--- src/design/assert_macros.svh ---
// Assertion macros used by the design (motor_speed_incremental_pi).
// Depends on nothing; the user supplies clk and rst_n in scope.
`ifndef ASSERT_MACROS_SVH
`define ASSERT_MACROS_SVH

// Concurrent check sampled on clk, off while reset is held.
`define ASSERT_CLK(label, prop, msg) \
  label: assert property (@(posedge clk) disable iff (!rst_n) (prop)) else $error(msg);

// Concurrent check sampled on clk, live during reset too.
`define ASSERT_ALWAYS(label, prop, msg) \
  label: assert property (@(posedge clk) (prop)) else $error(msg);

`endif

--- src/design/mspi_pkg.sv ---
// Package for the incremental PI speed controller: widths, constants,
// register indexes and the structs passed between stages. No dependencies.
package mspi_pkg;

  localparam int COUNT_WIDTH = 16;
  localparam int DUTY_LIMIT  = 9500;

  localparam int FRAC_BITS = 8;
  localparam int SPEED_W   = 16;
  localparam int BIAS_W    = 16;
  localparam int TGT_W     = 17;
  localparam int GAIN_W    = 16;
  localparam int DIST_W    = 32;
  localparam int RDIST_W   = 31;
  localparam int BRAKE_W   = 14;
  localparam int DUTY_W    = 14;
  localparam int CFG_IDX_W = 3;
  localparam int CFG_DAT_W = 32;

  localparam int ERR_W   = ((COUNT_WIDTH > TGT_W) ? COUNT_WIDTH : TGT_W) + 1;
  localparam int DIFF_W  = ERR_W + 1;
  localparam int P_W     = DIFF_W + GAIN_W + 1;
  localparam int I_W     = ERR_W + GAIN_W + 1;
  localparam int DELTA_W = ((P_W > I_W) ? P_W : I_W) + 1;
  localparam int ACC_W   = $clog2(DUTY_LIMIT + 1) + FRAC_BITS + 2;
  localparam int FLOOR_W = BRAKE_W + FRAC_BITS + 1;
  localparam int SUM_W   = ((DELTA_W > ACC_W) ? DELTA_W : ACC_W) + 1;

  localparam int BIAS_MAX  = 160;
  localparam int BIAS_MIN  = 25;
  localparam int BIAS_FLIP = 150;
  localparam int BRAKE_ERR = -40;

  localparam int RESET_RAMP_DISTANCE = 80000;
  localparam int RESET_BRAKE_LEVEL   = 1000;

  typedef enum logic [CFG_IDX_W-1:0] {
    REG_BASE_SPEED    = 3'd0,
    REG_PROP_GAIN     = 3'd1,
    REG_INTEGRAL_GAIN = 3'd2,
    REG_SPEED_UP      = 3'd3,
    REG_RAMP_DISTANCE = 3'd4,
    REG_BRAKE_LEVEL   = 3'd5
  } reg_idx_t;

  typedef struct packed {
    logic signed [DELTA_W-1:0] delta;
    logic                      brake_en;
  } drive_req_t;

  typedef struct packed {
    logic signed [ACC_W-1:0] acc;
    logic [DUTY_W-1:0]       fwd;
    logic [DUTY_W-1:0]       rev;
  } drive_res_t;

  typedef struct packed {
    drive_req_t              req;
    logic signed [TGT_W-1:0] target;
    logic                    ended;
    logic                    armed;
  } stage_t;

endpackage

--- src/design/mspi_in_if.sv ---
// Input request channel of the speed controller: one control tick.
// Depends on mspi_pkg.
interface mspi_in_if;
  import mspi_pkg::*;

  logic                          valid;
  logic                          ready;
  logic signed [COUNT_WIDTH-1:0] measured_count;
  logic signed [BIAS_W-1:0]      speed_bias;
  logic                          ramp_detected;
  logic                          descent_mark;

  modport source (output valid, measured_count, speed_bias, ramp_detected, descent_mark,
                  input ready);
  modport sink (input valid, measured_count, speed_bias, ramp_detected, descent_mark,
                output ready);
endinterface

--- src/design/mspi_out_if.sv ---
// Result channel of the speed controller: duties, target and ramp flags.
// Depends on mspi_pkg.
interface mspi_out_if;
  import mspi_pkg::*;

  logic                    valid;
  logic                    ready;
  logic [DUTY_W-1:0]       forward_duty;
  logic [DUTY_W-1:0]       reverse_duty;
  logic signed [TGT_W-1:0] target_speed;
  logic                    ramp_ended;
  logic                    ramp_detect_armed;

  modport source (output valid, forward_duty, reverse_duty, target_speed, ramp_ended,
                  ramp_detect_armed, input ready);
  modport sink (input valid, forward_duty, reverse_duty, target_speed, ramp_ended,
                ramp_detect_armed, output ready);
endinterface

--- src/design/mspi_cfg_if.sv ---
// Configuration write channel of the speed controller.
// Depends on mspi_pkg.
interface mspi_cfg_if;
  import mspi_pkg::*;

  logic                 valid;
  logic                 ready;
  logic [CFG_IDX_W-1:0] index;
  logic [CFG_DAT_W-1:0] data;

  modport source (output valid, index, data, input ready);
  modport sink (input valid, index, data, output ready);
endinterface

--- src/design/motor_speed_incremental_pi.sv ---
// Incremental PI speed controller, one control tick per request.
// Two register stages: the PI product register, then the drive accumulator and output
// register; the drive accumulator loop runs through that one register.
// Throughput: one request per cycle while the result channel is not stalled.
// Reset (rst_n low, synchronous): registers to defaults, state cleared,
// ramp detection armed, both channels empty.
module motor_speed_incremental_pi (
  input  logic       clk,
  input  logic       rst_n,
  mspi_cfg_if.sink   cfg_ch,
  mspi_in_if.sink    in_ch,
  mspi_out_if.source out_ch
);
  import mspi_pkg::*;
  `include "assert_macros.svh"

  localparam logic signed [ERR_W-1:0]   BRAKE_ERR_V = ERR_W'(BRAKE_ERR);
  localparam logic signed [BIAS_W-1:0]  BIAS_MAX_V  = BIAS_W'(BIAS_MAX);
  localparam logic signed [BIAS_W-1:0]  BIAS_MIN_V  = BIAS_W'(BIAS_MIN);
  localparam logic signed [BIAS_W-1:0]  BIAS_FLIP_V = BIAS_W'(BIAS_FLIP);
  localparam logic signed [ACC_W-1:0]   ACC_LIM     = ACC_W'(DUTY_LIMIT * (2 ** FRAC_BITS));

  logic signed [SPEED_W-1:0] base_speed_r;
  logic [GAIN_W-1:0]         prop_gain_r;
  logic [GAIN_W-1:0]         integral_gain_r;
  logic                      speed_up_r;
  logic [RDIST_W-1:0]        ramp_distance_r;
  logic [BRAKE_W-1:0]        brake_level_r;

  logic signed [ERR_W-1:0]  prev_err_r, prev_err_nxt;
  logic signed [DIST_W-1:0] dist_r, dist_nxt;
  logic                     on_ramp_r, on_ramp_nxt;
  logic                     armed_r, armed_nxt;
  logic                     desc_r, desc_nxt;
  logic signed [ACC_W-1:0]  acc_r;

  logic   s1_valid_r;
  stage_t s1_r, s1_nxt;

  logic                    out_valid_r;
  logic [DUTY_W-1:0]       out_fwd_r;
  logic [DUTY_W-1:0]       out_rev_r;
  logic signed [TGT_W-1:0] out_target_r;
  logic                    out_ended_r;
  logic                    out_armed_r;

  logic                     out_en;
  logic                     in_ready;
  logic                     accept;
  logic                     ramp_t;
  logic signed [BIAS_W-1:0] bias;
  logic signed [TGT_W-1:0]  target;
  logic signed [DIST_W-1:0] dist_sum;
  logic                     dist_over;
  logic signed [ERR_W-1:0]  err;
  logic signed [DIFF_W-1:0] diff;
  logic signed [P_W-1:0]    p_gain, p_diff, p_term;
  logic signed [I_W-1:0]    i_gain, i_err, i_term;
  logic                     ended;
  drive_res_t               drv;

  assign cfg_ch.ready = 1'b1;
  assign out_en       = !out_valid_r || out_ch.ready;
  assign in_ready     = !s1_valid_r || out_en;
  assign in_ch.ready  = in_ready;
  assign accept       = in_ch.valid && in_ready;

  always_ff @(posedge clk) begin
    if (!rst_n) begin
      base_speed_r    <= '0;
      prop_gain_r     <= '0;
      integral_gain_r <= '0;
      speed_up_r      <= 1'b0;
      ramp_distance_r <= RDIST_W'(RESET_RAMP_DISTANCE);
      brake_level_r   <= BRAKE_W'(RESET_BRAKE_LEVEL);
    end else if (cfg_ch.valid) begin
      case (cfg_ch.index)
        REG_BASE_SPEED:    base_speed_r    <= cfg_ch.data[SPEED_W-1:0];
        REG_PROP_GAIN:     prop_gain_r     <= cfg_ch.data[GAIN_W-1:0];
        REG_INTEGRAL_GAIN: integral_gain_r <= cfg_ch.data[GAIN_W-1:0];
        REG_SPEED_UP:      speed_up_r      <= cfg_ch.data[0];
        REG_RAMP_DISTANCE: ramp_distance_r <= cfg_ch.data[RDIST_W-1:0];
        REG_BRAKE_LEVEL:   brake_level_r   <= cfg_ch.data[BRAKE_W-1:0];
        default: ;
      endcase
    end
  end

  always_comb begin
    ramp_t   = on_ramp_r || (in_ch.ramp_detected && armed_r);
    desc_nxt = desc_r || in_ch.descent_mark;

    bias = in_ch.speed_bias;
    if (speed_up_r) begin
      if (bias > BIAS_MAX_V) begin
        bias = BIAS_MAX_V;
      end else if (bias < BIAS_MIN_V) begin
        bias = '0;
      end
      bias = BIAS_FLIP_V - bias;
    end
    target = TGT_W'(base_speed_r) + TGT_W'(bias);

    dist_sum    = dist_r + DIST_W'(in_ch.measured_count);
    dist_over   = dist_sum > $signed({1'b0, ramp_distance_r});
    dist_nxt    = dist_r;
    on_ramp_nxt = ramp_t;
    armed_nxt   = armed_r;
    ended       = 1'b0;
    if (ramp_t) begin
      target   = TGT_W'(base_speed_r);
      dist_nxt = dist_sum;
      if (dist_over) begin
        on_ramp_nxt = 1'b0;
        dist_nxt    = '0;
        armed_nxt   = 1'b0;
        desc_nxt    = 1'b0;
        ended       = 1'b1;
      end
    end else if (!armed_r) begin
      dist_nxt = dist_sum;
      if (dist_over) begin
        dist_nxt  = '0;
        armed_nxt = 1'b1;
      end
    end

    err          = ERR_W'(target) - ERR_W'(in_ch.measured_count);
    diff         = DIFF_W'(err) - DIFF_W'(prev_err_r);
    prev_err_nxt = err;
    p_gain       = P_W'($signed({1'b0, prop_gain_r}));
    p_diff       = P_W'(diff);
    p_term       = p_gain * p_diff;
    i_gain       = I_W'($signed({1'b0, integral_gain_r}));
    i_err        = I_W'(err);
    i_term       = i_gain * i_err;

    s1_nxt.req.delta    = DELTA_W'(p_term) + DELTA_W'(i_term);
    s1_nxt.req.brake_en = desc_nxt && (err < BRAKE_ERR_V);
    s1_nxt.target       = target;
    s1_nxt.ended        = ended;
    s1_nxt.armed        = armed_nxt;
  end

  always_ff @(posedge clk) begin
    if (!rst_n) begin
      prev_err_r <= '0;
      dist_r     <= '0;
      on_ramp_r  <= 1'b0;
      armed_r    <= 1'b1;
      desc_r     <= 1'b0;
      s1_valid_r <= 1'b0;
    end else if (in_ready) begin
      s1_valid_r <= in_ch.valid;
      if (accept) begin
        prev_err_r <= prev_err_nxt;
        dist_r     <= dist_nxt;
        on_ramp_r  <= on_ramp_nxt;
        armed_r    <= armed_nxt;
        desc_r     <= desc_nxt;
      end
    end
  end

  always_ff @(posedge clk) begin
    if (accept) begin
      s1_r <= s1_nxt;
    end
  end

  mspi_drive u_drive (
    .acc         (acc_r),
    .req         (s1_r.req),
    .brake_level (brake_level_r),
    .res         (drv)
  );

  always_ff @(posedge clk) begin
    if (!rst_n) begin
      acc_r       <= '0;
      out_valid_r <= 1'b0;
    end else if (out_en) begin
      out_valid_r <= s1_valid_r;
      if (s1_valid_r) begin
        acc_r <= drv.acc;
      end
    end
  end

  always_ff @(posedge clk) begin
    if (out_en && s1_valid_r) begin
      out_fwd_r    <= drv.fwd;
      out_rev_r    <= drv.rev;
      out_target_r <= s1_r.target;
      out_ended_r  <= s1_r.ended;
      out_armed_r  <= s1_r.armed;
    end
  end

  assign out_ch.valid             = out_valid_r;
  assign out_ch.forward_duty      = out_fwd_r;
  assign out_ch.reverse_duty      = out_rev_r;
  assign out_ch.target_speed      = out_target_r;
  assign out_ch.ramp_ended        = out_ended_r;
  assign out_ch.ramp_detect_armed = out_armed_r;

  `ASSERT_CLK(a_duty_exclusive, out_valid_r |-> (out_fwd_r == '0 || out_rev_r == '0), "duties")
  `ASSERT_CLK(a_acc_in_limit, (acc_r <= ACC_LIM) && (acc_r >= -ACC_LIM), "drive range")
  `ASSERT_CLK(a_end_disarms, (out_valid_r && out_ended_r) |-> !out_armed_r, "still armed")
  `ASSERT_CLK(a_stage_held, (s1_valid_r && !out_en) |=> s1_valid_r, "stalled request dropped")

endmodule

--- src/design/mspi_drive.sv ---
// Drive accumulator update: add the PI increment, apply the descent brake
// ceiling, clamp to the duty limit and split into duties. Depends on mspi_pkg.
module mspi_drive (
  input  logic signed [mspi_pkg::ACC_W-1:0]   acc,
  input  mspi_pkg::drive_req_t                req,
  input  logic [mspi_pkg::BRAKE_W-1:0]        brake_level,
  output mspi_pkg::drive_res_t                res
);
  import mspi_pkg::*;

  localparam logic signed [SUM_W-1:0] LIM_POS = SUM_W'(DUTY_LIMIT * (2 ** FRAC_BITS));
  localparam logic signed [SUM_W-1:0] LIM_NEG = -LIM_POS;

  logic signed [SUM_W-1:0]   sum;
  logic signed [FLOOR_W-1:0] floor_v;
  logic signed [SUM_W-1:0]   braked;
  logic signed [SUM_W-1:0]   clamped;
  logic signed [ACC_W:0]     neg;

  always_comb begin
    sum     = SUM_W'(acc) + SUM_W'(req.delta);
    floor_v = -$signed({1'b0, brake_level, {FRAC_BITS{1'b0}}});
    braked  = sum;
    if (req.brake_en && (sum > SUM_W'(floor_v))) begin
      braked = SUM_W'(floor_v);
    end
    if (braked > LIM_POS) begin
      clamped = LIM_POS;
    end else if (braked < LIM_NEG) begin
      clamped = LIM_NEG;
    end else begin
      clamped = braked;
    end
    res.acc = ACC_W'(clamped);
    neg     = -(ACC_W + 1)'(res.acc);
    if (res.acc >= 0) begin
      res.fwd = DUTY_W'(res.acc >>> FRAC_BITS);
      res.rev = '0;
    end else begin
      res.fwd = '0;
      res.rev = DUTY_W'(neg >>> FRAC_BITS);
    end
  end

endmodule

--- src/flat_wrapper.sv ---
// flat-port wrapper written by rule: the top's interface ports become plain ports
module motor_speed_incremental_pi_flat import mspi_pkg::*;
  (clk, rst_n, cfg_ch_valid, cfg_ch_index, cfg_ch_data, cfg_ch_ready, in_ch_valid, in_ch_measured_count, in_ch_speed_bias, in_ch_ramp_detected, in_ch_descent_mark, in_ch_ready, out_ch_valid, out_ch_forward_duty, out_ch_reverse_duty, out_ch_target_speed, out_ch_ramp_ended, out_ch_ramp_detect_armed, out_ch_ready);
  mspi_cfg_if cfg_ch_i ();
  mspi_in_if in_ch_i ();
  mspi_out_if out_ch_i ();
  input  logic clk;
  input  logic rst_n;
  input wire logic [$bits(cfg_ch_i.valid)-1:0] cfg_ch_valid;
  input wire logic [$bits(cfg_ch_i.index)-1:0] cfg_ch_index;
  input wire logic [$bits(cfg_ch_i.data)-1:0] cfg_ch_data;
  output wire logic [$bits(cfg_ch_i.ready)-1:0] cfg_ch_ready;
  input wire logic [$bits(in_ch_i.valid)-1:0] in_ch_valid;
  input wire logic [$bits(in_ch_i.measured_count)-1:0] in_ch_measured_count;
  input wire logic [$bits(in_ch_i.speed_bias)-1:0] in_ch_speed_bias;
  input wire logic [$bits(in_ch_i.ramp_detected)-1:0] in_ch_ramp_detected;
  input wire logic [$bits(in_ch_i.descent_mark)-1:0] in_ch_descent_mark;
  output wire logic [$bits(in_ch_i.ready)-1:0] in_ch_ready;
  output wire logic [$bits(out_ch_i.valid)-1:0] out_ch_valid;
  output wire logic [$bits(out_ch_i.forward_duty)-1:0] out_ch_forward_duty;
  output wire logic [$bits(out_ch_i.reverse_duty)-1:0] out_ch_reverse_duty;
  output wire logic [$bits(out_ch_i.target_speed)-1:0] out_ch_target_speed;
  output wire logic [$bits(out_ch_i.ramp_ended)-1:0] out_ch_ramp_ended;
  output wire logic [$bits(out_ch_i.ramp_detect_armed)-1:0] out_ch_ramp_detect_armed;
  input wire logic [$bits(out_ch_i.ready)-1:0] out_ch_ready;
  assign cfg_ch_i.valid = cfg_ch_valid;
  assign cfg_ch_i.index = cfg_ch_index;
  assign cfg_ch_i.data = cfg_ch_data;
  assign cfg_ch_ready = cfg_ch_i.ready;
  assign in_ch_i.valid = in_ch_valid;
  assign in_ch_i.measured_count = in_ch_measured_count;
  assign in_ch_i.speed_bias = in_ch_speed_bias;
  assign in_ch_i.ramp_detected = in_ch_ramp_detected;
  assign in_ch_i.descent_mark = in_ch_descent_mark;
  assign in_ch_ready = in_ch_i.ready;
  assign out_ch_valid = out_ch_i.valid;
  assign out_ch_forward_duty = out_ch_i.forward_duty;
  assign out_ch_reverse_duty = out_ch_i.reverse_duty;
  assign out_ch_target_speed = out_ch_i.target_speed;
  assign out_ch_ramp_ended = out_ch_i.ramp_ended;
  assign out_ch_ramp_detect_armed = out_ch_i.ramp_detect_armed;
  assign out_ch_i.ready = out_ch_ready;
  motor_speed_incremental_pi u_core (.clk(clk), .rst_n(rst_n), .cfg_ch(cfg_ch_i), .in_ch(in_ch_i), .out_ch(out_ch_i));
endmodule
--- config.mk ---
export PLATFORM = sky130hd
export DESIGN_NAME = motor_speed_incremental_pi_flat
export DESIGN_NICKNAME = d
export VERILOG_FILES = /design/src/design/mspi_pkg.sv /design/src/design/mspi_in_if.sv /design/src/design/mspi_out_if.sv /design/src/design/mspi_cfg_if.sv /design/src/design/motor_speed_incremental_pi.sv /design/src/design/mspi_drive.sv /design/src/flat_wrapper.sv
export VERILOG_INCLUDE_DIRS = /design/src /design/src/design
export SDC_FILE = /design/constraint.sdc
export NUM_CORES = 2
export LEC_CHECK = 0
export BUFFER_PORTS_ARGS = -buffer_cell sky130_fd_sc_hd__buf_2
export CORE_ASPECT_RATIO = 0.6
export CORE_UTILIZATION = 25
export CTS_CLUSTER_SIZE = 40
export DETAILED_ROUTE_END_ITERATION = 7
export PLACE_DENSITY = 0.35
export SYNTH_ARGS = -nofsm -noshare
export SYNTH_HDL_FRONTEND = slang
export SYNTH_HIERARCHICAL = 1
export SYNTH_SLANG_ARGS = --single-unit
--- constraint.sdc ---
create_clock -name clk -period 16.3 [get_ports clk]
set_input_delay 0 -clock clk [delete_from_list [all_inputs] [get_ports clk]]
set_output_delay 0 -clock clk [all_outputs]
set_load 0.03 [all_outputs]
* Yosys cells after proc, flatten, opt, wreduce, memory -nomap -nowiden
Cells that the tools add are included.
** Operators by class
- Add/subtract/negate cells :: 9
- Multipliers :: 2
- Divide/modulo/power cells :: 0
- $lt $le $gt $ge :: 8
- Equal/unequal tests :: 6
- Shift-type cells :: 0
- Muxes and demuxes :: 19
- Bitwise gates (word level) :: 0
- Reduce and logical (&&, ||, !) cells :: 21
** Operators with widths (count)
- 32-bit two-way mux :: 3
- 16-bit two-way mux :: 4
- 24-bit two-way mux :: 2
- 24-bit by 37-bit adder with 38-bit output :: 1
- 38-bit by 23-bit > comparator with 1-bit output :: 1
- 38-bit by 23-bit > comparator with 1-bit output (second input constant) :: 1
- 38-bit by 23-bit less-than comparator with 1-bit output (second input constant) :: 1
- 38-bit two-way mux :: 1
- 36-bit by 35-bit adder with 37-bit output :: 1
- 17-bit by 19-bit multiplier with 36-bit output :: 1
- 17-bit by 18-bit multiplier with 35-bit output :: 1
- 32-bit by 16-bit adder with 32-bit output :: 1
- 32-bit > comparator :: 1
- 24-bit by 1-bit >= comparator with 1-bit output (second input constant) :: 1
- 22-bit negation with 23-bit output :: 1
- 22-bit negation :: 1
- 18-bit by 18-bit subtractor with 19-bit output :: 1
- 18-bit by 7-bit less-than comparator with 1-bit output (second input constant) :: 1
- 17-bit by 16-bit subtractor with 18-bit output :: 1
- 16-bit by 16-bit adder with 17-bit output :: 1
- 17-bit two-way mux :: 1
- 16-bit by 9-bit > comparator with 1-bit output (second input constant) :: 1
- 16-bit by 6-bit less-than comparator with 1-bit output (second input constant) :: 1
- 2-bit AND reduction :: 8
- other kinds (11) :: 28
** Storage, ports and cells
- Bits in registers :: 277
- Bits in latches :: 0
- Memory bits (writable) :: 0
- ROM bits :: 0
- Input bits :: 74
- Output and inout bits :: 50
- Word-level logic and storage cells :: 89
- Memories kept :: 0

* Longest topological paths before layout
- Depth in word-level cells :: 12
- Depth in mapped cells :: 63
- Gate-level depth less buffers :: 62

* By module
The synthesis kept the hierarchy.
** By module, submodules not included
- motor_speed_incremental_pi :: instances 1, cells each 4373, area an instance 38861.0 um^2, sequential area each 6586.3 um^2
- mspi_drive :: instances 1, cells each 686, area an instance 4712.0 um^2, sequential area each 0.0 um^2

* Worst setup path after synthesis
Ideal clock, no wire load.
- Path type :: input port to flip-flop
- Start point :: input port in_ch_speed_bias[11]
- End point :: register u_core/s1_r[56] (netlist bit) (data pin)
- Setup time :: 0.268 ns
- Arrival time :: 13.784 ns
- Required time :: 16.032 ns
- Path slack :: 2.248 ns
- Stages on the path :: 61
- Buffers on the path :: 4
- Cell sequence :: nor4_1 nand2_1 a311oi_1 ha_1 nor2_1 and2_1 ha_1 a21oi_1 o21a_1 nor2_1 o21bai_1 nand2_1 or3_1 a21oi_1 nor2_1 ha_1 or3_1 o31ai_1 (+25 left out) fa_1 inv_1 fa_1 inv_1 fa_1 inv_1 fa_1 inv_1 ha_1 a21o_1 a21o_1 a21o_1 a21o_1 a21oi_1 o21ai_0 a211o_1 a21oi_1 xnor3_1
** RTL lines
- start, declared :: line flat_wrapper.sv:15 : input wire logic [$bits(in_ch_i.speed_bias)-1:0] in_ch_speed_bias;
- end signal, assigned :: line motor_speed_incremental_pi.sv:167 : s1_r <= s1_nxt;
- end, declared :: line motor_speed_incremental_pi.sv:38 : stage_t s1_r, s1_nxt;

==> run metrics <==
final RePlAce weighted congestion=0.8444; number of cells after detailed placement=7336; total cell area at the placement stage=0.04714 mm^2; most frequent cell on the critical path=sky130_fd_sc_hd__fa_1; starting density of the core=0.2522; port buffer count=121; maximum level of the CTS H-tree=2; MaxCap Viol Count=0; total core area=0.1727 mm^2; slowest cell on the critical path=sky130_fd_sc_hd__o311ai_0; Max Clock Freq=65.14 MHz; global-route wire length before repair=245600 um; outcome=complete, no violations; critical path class=in -> reg; number of antenna violations at the first check in global routing=8; via count of the first global-routing pass=34870; cell row count=118; mapped cell area=0.04357 mm^2; data required time of the worst path=16.61 ns; area taken by flip-flops and latches=0.006586 mm^2; area of the die=0.1760 mm^2; total net switching power=3.211 mW; Rel. slew slack=0.1487; maximum count of clock buffers along a single path=3; final setup violation count=0; element type at the critical path start=input pin; die outline width=541.0 um; DRC violation count after routing=0; initial drt markers=3009; start point of the worst hold path=in_ch_measured_count[3]; clock transition at the registers of the reported paths=0.06 ns; count of cell types in the netlist=96; CTS sink cnt=277; worst r2r src=u_core/speed_up_r$_SDFFE_PN0P_; switching power as a share of total power=0.5411; post-CTS setup repair buffer count=0; synthesized instance count=5059; Post-CTS Resized=0; final critical-path share of the clock period=0.9419; Seq/Total Area, Yosys=0.1512; flops & latches, synth=277; class of the tightest hold or removal check=in -> reg; CTS tree=done; relative contribution of sequential cells to total power=0.162; gr usage total=0.1893; leakage component of the power=21.06 nW; maximum clock skew at final layout=0.05437 ns; proportion of power drawn by combinational gates=0.681; area added between synthesis and finish=12.30%; number of vias per cell after detailed routing=4.722; insertion delay of the later-clocked pin in the worst-skew pair=0.62 ns; WL/cell=22.48 um; Final Hold Viols=0; I/O pin count=124; post-synthesis async set-or-reset flop share=0; total number of vias=35190; measured slew at the worst slew-check pin=1.271 ns; pwr/cell area=121.3 mW/mm^2; post-layout min period=15.35 ns; Total Negative Setup Slacks=0 ns; average size of a mapped cell=8.613 um^2; Primary FF master, synth=sky130_fd_sc_hd__dfxtp_1; fraction of layout instances using a drive strength above 1=0.07177; Cell Int Power=2.724 mW; HPWL reported at the end of detailed placement=135200 um; worst stage delay on the critical path=0.94 ns; Post-synth EDFFs=104; router iterations before antenna repair=5; chip height=325.4 um; CP Launch Point=in_ch_speed_bias[11]; crit path capture type=flop; pin count of the biggest net entering global routing=96; total CTS buffers=37; multi-input combinational cell area=0.03294 mm^2; post-route core utilization=0.2833; clock tree root driver cell=sky130_fd_sc_hd__clkbuf_16; overall power after layout=5.935 mW; fill count=18550; maximum fanout along the worst path=38; YS warnings=6; Final Max Tran Viols=0; final wirelength=167500 um; summed area of non-filler cells in the final layout=0.04893 mm^2; Remaining Overflow, GRT=0; Post-layout nets=6226; Max rail drop VDD=0.1017 mV; number of buffers inserted for hold repair after clock tree synthesis=46; clock network fraction of total power=0.158; number of cells in the finished layout apart from fillers=7452; final antenna-violating net count=0; synthesized net count=6144; endpoint arrival time on the critical path=15.66 ns; RSZ-0062 raised after global routing=no
-- kinds of logic (layout without fill, tap and decap cells) --
family | count (synthesis) | in the layout | share of synthesized area
simple gates | 1625 | 1625 | 0.1804
xor+xnor | 145 | 145 | 0.02978
compound gates | 894 | 894 | 0.1336
flops | 277 | 277 | 0.1512
other cells | 1 | 4 | 0.00008606
fa+ha+maj | 1011 | 1011 | 0.4069
mux | 10 | 10 | 0.002441
buf+inv | 1096 | 1206 | 0.09562
-- worst max-delay path, delay by kind of cell --
family | cells | cell delay [ns]
compound gates | 18 | 5.38
simple gates | 12 | 2.37
fa+ha+maj | 14 | 6.20
xor+xnor | 2 | 0.36
buf+inv | 10 | 1.28
-- power groups by stage --
stage / sequential [mW] / combinational, mW / clock [mW]
2_1_floorplan: 0.963 / 2.38 / 0
6_report: 0.959 / 4.04 / 0.936
3_5_place_dp: 0.981 / 4.00 / 0
3_3_place_gp: 0.980 / 4.02 / 0
4_1_cts: 0.966 / 4.03 / 0.974
5_1_grt: 0.969 / 4.43 / 1.00
-- state kept, by name (all words and copies together), names as in the netlist --
signal	flops
u_core/s1_r	57
u_core/dist_r	32
u_core/ramp_distance_r	31
u_core/acc_r	24
u_core/prev_err_r	18
u_core/out_ch.target_speed	17
u_core/base_speed_r	16
u_core/integral_gain_r	16
u_core/prop_gain_r	16
u_core/brake_level_r	14
u_core/out_ch.forward_duty	14
u_core/out_ch.reverse_duty	14
u_core/armed_r	1
u_core/desc_r	1
u_core/on_ramp_r	1
u_core/out_ch.ramp_detect_armed	1
u_core/out_ch.ramp_ended	1
u_core/out_ch.valid	1
u_core/s1_valid_r	1
u_core/speed_up_r	1
-- through the flow --
step	worst slack (ns)	hold WS, ns
6_report	0.9478	0.05893
5_1_grt	0.02053	0.07674
4_1_cts	1.256	0.01250
3_5_place_dp	0.7193	0.2427
3_3_place_gp	0.7765	0.2282
2_1_floorplan	2.248	0.1174
-- cell usage in the layout, fill, tap and decap left out, types with 59 or more instances in the layout --
cell type and n:
sky130_fd_sc_hd__dfxtp_1 173, sky130_fd_sc_hd__buf_4 120, sky130_fd_sc_hd__buf_2 121, sky130_fd_sc_hd__fa_1 677
sky130_fd_sc_hd__and2_1 250, sky130_fd_sc_hd__ha_1 334, sky130_fd_sc_hd__inv_1 843, sky130_fd_sc_hd__xnor2_1 92
sky130_fd_sc_hd__edfxtp_1 104, sky130_fd_sc_hd__nor3_1 59, sky130_fd_sc_hd__nand2_1 764, sky130_fd_sc_hd__nand3_1 74
sky130_fd_sc_hd__a21o_1 76, sky130_fd_sc_hd__nor2_1 154, sky130_fd_sc_hd__o21ai_0 138, sky130_fd_sc_hd__o211ai_1 59
sky130_fd_sc_hd__nor2b_1 61, sky130_fd_sc_hd__a21oi_1 318
-- synthesized netlist by cell type (16+ instances only) --
cell,n,share of area
sky130_fd_sc_hd__buf_2,24,0.0028
sky130_fd_sc_hd__xor2_1,45,0.0090
sky130_fd_sc_hd__xnor2_1,98,0.020
sky130_fd_sc_hd__nand2b_1,40,0.0057
sky130_fd_sc_hd__a211oi_1,27,0.0047
sky130_fd_sc_hd__nand3b_1,27,0.0047
sky130_fd_sc_hd__ha_1,334,0.096
sky130_fd_sc_hd__dfxtp_1,173,0.079
sky130_fd_sc_hd__a41oi_1,17,0.0034
sky130_fd_sc_hd__nand2_1,764,0.066
sky130_fd_sc_hd__nand4_1,46,0.0066
sky130_fd_sc_hd__inv_1,844,0.073
sky130_fd_sc_hd__or3_1,44,0.0063
sky130_fd_sc_hd__nand3_1,74,0.0085
sky130_fd_sc_hd__o21a_1,28,0.0048
sky130_fd_sc_hd__o211ai_1,59,0.010
sky130_fd_sc_hd__and2_1,250,0.036
sky130_fd_sc_hd__and3_1,34,0.0049
sky130_fd_sc_hd__clkbuf_1,211,0.018
sky130_fd_sc_hd__o311ai_0,35,0.0070
sky130_fd_sc_hd__a21o_1,76,0.013
sky130_fd_sc_hd__fa_1,677,0.31
sky130_fd_sc_hd__nor2_1,154,0.013
sky130_fd_sc_hd__a21oi_1,319,0.037
sky130_fd_sc_hd__edfxtp_1,104,0.072
sky130_fd_sc_hd__a31oi_1,41,0.0059
sky130_fd_sc_hd__o21ai_0,138,0.016
sky130_fd_sc_hd__nor4_1,16,0.0023
sky130_fd_sc_hd__nor2b_1,61,0.0088
sky130_fd_sc_hd__nor3_1,59,0.0068
-- path summary, 6_finish.rpt --
check | to | slack (ns) | depth (start not counted)
min | u_core/dist_r[3]$_SDFFE_PN0P_ | 0.06 | 5
min reg2reg | u_core/out_ch.target_speed[5]$_DFFE_PP_ | 0.42 | 0
max | u_core/s1_r[56]$_DFFE_PP_ | 0.95 | 56
max reg2reg | u_core/s1_r[56]$_DFFE_PP_ | 2.00 | 51
-- final cells by class --
cell class                 instances  share of cell area
clock inverter                    23            0.006980
multi-input combinational       3686              0.6732
tap                             2280             0.05830
inverter                         849             0.06525
antenna                            3           0.0001534
sequential                       277              0.1346
clock buffer                      44             0.02007
timing repair buffer             290             0.04142
-- layer usage --
metal / vias to the layer above / wire (um) / global-route usage / share of wire
li1: 16600 / - / - / -
met2: 909 / 58390 / 0.2314 / 0.35
met1: 17580 / 92700 / 0.3146 / 0.55
met3: 99 / 14740 / 0.05862 / 0.088
met4: 0 / 1688 / 0.02118 / 0.010
met5: - / 0 / 0 / 0
(Power assumes the default switching activity.)
